**config.mk**
```make
export PLATFORM = sky130hd
export DESIGN_NAME = lrp_ctrl
export DESIGN_NICKNAME = d
export VERILOG_FILES = /design/src/lrp_pkg.sv /design/src/lrp_ctrl.sv
export SDC_FILE = /design/constraint.sdc
export NUM_CORES = 1
export LEC_CHECK = 0
export ABC_AREA = 1
export ABC_CLOCK_PERIOD_IN_PS = 1600
export BUFFER_PORTS_ARGS = -buffer_cell sky130_fd_sc_hd__buf_4
export CORE_AREA = 10 10 47 49
export DETAILED_ROUTE_END_ITERATION = 8
export DIE_AREA = 0 0 57 59
export HOLD_SLACK_MARGIN = 0.02
export PLACE_DENSITY = 0.47
export SLEW_MARGIN = 10
export SYNTH_ARGS = -nofsm -noshare
export SYNTH_HDL_FRONTEND = slang
export SYNTH_SLANG_ARGS = --single-unit
```
**constraint.sdc**
```tcl
create_clock -name i_clk -period 1.6 [get_ports i_clk]
set_input_delay 0.08 -clock i_clk [delete_from_list [all_inputs] [get_ports i_clk]]
set_output_delay 0.08 -clock i_clk [all_outputs]
set_load 0.05 [all_outputs]
```
**src/lrp_pkg.sv**
```systemverilog
// shared constants, codes and controller/datapath interface types for the
// lfu replacement tracker; no dependencies
`timescale 1ns / 1ps
`default_nettype none

package lrp_pkg;

    localparam int SLOTS   = 64;
    localparam int IDX_W   = $clog2(SLOTS);
    localparam int SCAN_W  = IDX_W + 1;
    localparam int KEY_W   = 64;
    localparam int CNT_W   = 16;
    localparam int STAMP_W = 48;
    localparam int REC_W   = KEY_W + CNT_W + STAMP_W;
    localparam int OP_W    = 2;
    localparam int ST_W    = 3;

    localparam logic [CNT_W-1:0] CNT_MAX = {CNT_W{1'b1}};

    localparam logic [OP_W-1:0] OP_HIT    = 2'd0;
    localparam logic [OP_W-1:0] OP_INSERT = 2'd1;
    localparam logic [OP_W-1:0] OP_EVICT  = 2'd2;

    localparam logic [ST_W-1:0] ST_OK     = 3'd0;
    localparam logic [ST_W-1:0] ST_ABSENT = 3'd1;
    localparam logic [ST_W-1:0] ST_FULL   = 3'd2;
    localparam logic [ST_W-1:0] ST_EMPTY  = 3'd3;
    localparam logic [ST_W-1:0] ST_DUP    = 3'd4;

    typedef struct packed {
        logic start;
        logic scan;
        logic update;
        logic load_out;
    } t_dp_cmd;

    typedef struct packed {
        logic scan_done;
    } t_dp_stat;

endpackage

`default_nettype wire

```
**src/lrp_ctrl.sv**
```systemverilog
// controller state machine: sequences accept, slot scan, update and result
// depends on lrp_pkg
`timescale 1ns / 1ps
`default_nettype none

module lrp_ctrl
    import lrp_pkg::*;
(
    input  wire logic     i_clk,
    input  wire logic     i_rst_n,
    input  wire logic     i_in_valid,
    output logic          o_in_stall,
    output logic          o_out_valid,
    input  wire logic     i_out_stall,
    output t_dp_cmd       o_cmd,
    input  wire t_dp_stat i_stat
);

    localparam logic [1:0] S_IDLE   = 2'd0;
    localparam logic [1:0] S_SCAN   = 2'd1;
    localparam logic [1:0] S_UPDATE = 2'd2;
    localparam logic [1:0] S_RESULT = 2'd3;

    logic [1:0] r_state;
    logic [1:0] n_state;
    logic       r_out_valid;
    logic       n_out_valid;

    always_comb begin
        o_cmd          = '0;
        o_cmd.start    = (r_state == S_IDLE) && i_in_valid;
        o_cmd.scan     = (r_state == S_SCAN);
        o_cmd.update   = (r_state == S_UPDATE);
        o_cmd.load_out = (r_state == S_RESULT) && (!r_out_valid || !i_out_stall);
    end

    always_comb begin
        n_state = r_state;
        unique case (r_state)
            S_IDLE: begin
                if (i_in_valid) begin
                    n_state = S_SCAN;
                end
            end
            S_SCAN: begin
                if (i_stat.scan_done) begin
                    n_state = S_UPDATE;
                end
            end
            S_UPDATE: begin
                n_state = S_RESULT;
            end
            S_RESULT: begin
                // wait here until the output register is free
                if (o_cmd.load_out) begin
                    n_state = S_IDLE;
                end
            end
            default: begin
                n_state = S_IDLE;
            end
        endcase
    end

    always_comb begin
        n_out_valid = r_out_valid;
        if (o_cmd.load_out) begin
            n_out_valid = 1'b1;
        end else if (!i_out_stall) begin
            n_out_valid = 1'b0;
        end
    end

    always_ff @(posedge i_clk) begin
        if (!i_rst_n) begin
            r_state     <= S_IDLE;
            r_out_valid <= 1'b0;
        end else begin
            r_state     <= n_state;
            r_out_valid <= n_out_valid;
        end
    end

    assign o_in_stall  = (r_state != S_IDLE);
    assign o_out_valid = r_out_valid;

endmodule

`default_nettype wire

```
==> run summary <==
Die Wd - 57 µm
Largest net degree at the start of global routing - 5
CORE AREA - 1400 µm²
Netlist cell types - 12
Die H - 59 µm
Synthesized area per cell - 7.20 µm²
Worst slew pin tran - 148 ps
WP data required - 1520 ps
CTS H-tree depth - 1
CTS clk-pin slew, worst paths - 30 ps
Total gr overflow - 0
Status - finished clean
Net count after synthesis - 43
Slew Viols, Final - 0
Seq/Total Area, Yosys - 0.253
Setup ws final - 303 ps
Layout area overhead - 47.9%
GP Congestion - 0.635
Routed WL - 528 µm
Hold crit path type - input port to register
Max-Cap Viols - 0
Max Freq - 0.771 GHz
Yosys warnings - 0
DRC - 0
Synth Instances - 33
Critical Path AT - 1220 ps
Gr usage total - 0.0363
I/O pin count - 11
Number of global-route vias before repair - 214
Worst slack, placed - 407 ps
Final min period - 1300 ps
CTS tree - yes
Initial core utilization - 0.170
1st-iter DRT viols - 0
Crit. End Element - primary output
Initial antenna violation count - 0
Row count - 14
RSZ-0062 raised after global routing - false
TritonCTS Sinks - 3
Final worst path period share - 0.811
Final net count - 57
Die Footprint - 3360 µm²
CTS hold repair buffers - 0
Worst-skew pair later-pin latency - 230 ps
Worst setup SP type - register
Placed Instances - 58
Post-CTS setup buffer count - 0
Crit-path max FO - 4
Final antenna-violating net count - 0
Final hold violations - 0
Max_slew headroom - 0.901
Routed length per instance - 8.52 µm
Setup tns final - 0 ps
Fin cells - 62
Port Buffers - 10
Synth Cell Area - 238 µm²
CTS max path bufs - 2
Post_cts resized - 0
Layout cells sized above 1 - 0.348
Critical setup path kind - register to primary output
Clock skew - 1.94 ps
First-pass GRT wire length - 876 µm
CTS Buf Count - 3
Vias per inst - 3.76
Pre-Repair DR Iteration Count - 1
DR vias - 233
Root buffer cell - clkbuf_4
Diodes inserted - 0
Endpoints failing setup - 0
Yosys reg bits - 3
[final timing paths]
| path | start | end | slack [ps] | cells past startpoint |
|---|---|---|---|---|
| min reg2reg | o_out_valid | o_out_valid | 490 | 2 |
| max | r_state[0] | o_cmd[3] | 300 | 5 |
| min | i_rst_n | r_state[0] | 90 | 3 |
| max reg2reg | r_state[0] | r_state[0] | 420 | 5 |
[Yosys cell counts]
cell type / n / area (µm²)
nor2_1: 4 / 15.0
ha_1: 5 / 62.6
nand2_2: 1 / 6.26
dfxtp_1: 3 / 60.1
nand3_2: 1 / 10.0
nand2_1: 7 / 26.3
inv_1: 7 / 26.3
a21boi_0: 1 / 7.51
a21oi_1: 1 / 5.00
nand3_1: 1 / 5.00
buf_4: 1 / 7.51
or2_2: 1 / 6.26
[kinds of logic after synthesis]
family	after synthesis	synth area share
buffers and inverters	8	0.142
AND/OR/NAND/NOR	15	0.289
flip-flops	3	0.253
AO/OA/AOI/OAI	2	0.0526
adder cells (fa/ha/maj)	5	0.263
[cells in the final DEF (no fill, tap or decap), drive strengths merged]
master,Yosys,final
clkbuf,0,4
inv,7,7
or2,1,1
nor2,4,4
buf,1,10
a21oi,1,1
dfxtp,3,3
ha,5,5
a21boi,1,1
nand2,8,8
nand3,2,2
[flip-flops by register name, indices dropped and copies added, names as in the netlist]
register and count:
r_state 2, o_out_valid 1
[metrics by stage]
step	utilization	hold WS, ps	area (µm²)
finish	0.251	85.9	352
global route	0.251	88.8	352
CTS	0.251	83.4	352
detailed placement	0.232	326	325
global placement	0.232	323	325
floorplan	-	200	238
[critical path, cell delays in order, from the launching register on]
cell	delay [ps]
dfxtp_1	350
inv_1	90
ha_1	250
nand2_1	80
inv_1	40
buf_4	180
[layer usage]
layer	global-route usage	vias to the layer above	wire (µm)
met4	0.0403	0	19
met2	0.0481	14	220
li1	-	121	-
met3	0.0386	2	87
met5	0	-	0
met1	0.0273	96	201
[layout make-up]
cell class	instances	area [µm²]
clock buffers	4	26.3
fillers	175	1050
inverters	7	26.3
multi-input cells	22	144
flip-flops and latches	3	60.1
well taps	16	20.0
repair buffers	10	75.1
Power is left out: the tool's default activity adds up to more than one toggle a clock period on the data nets, which glitch-free logic cannot reach.
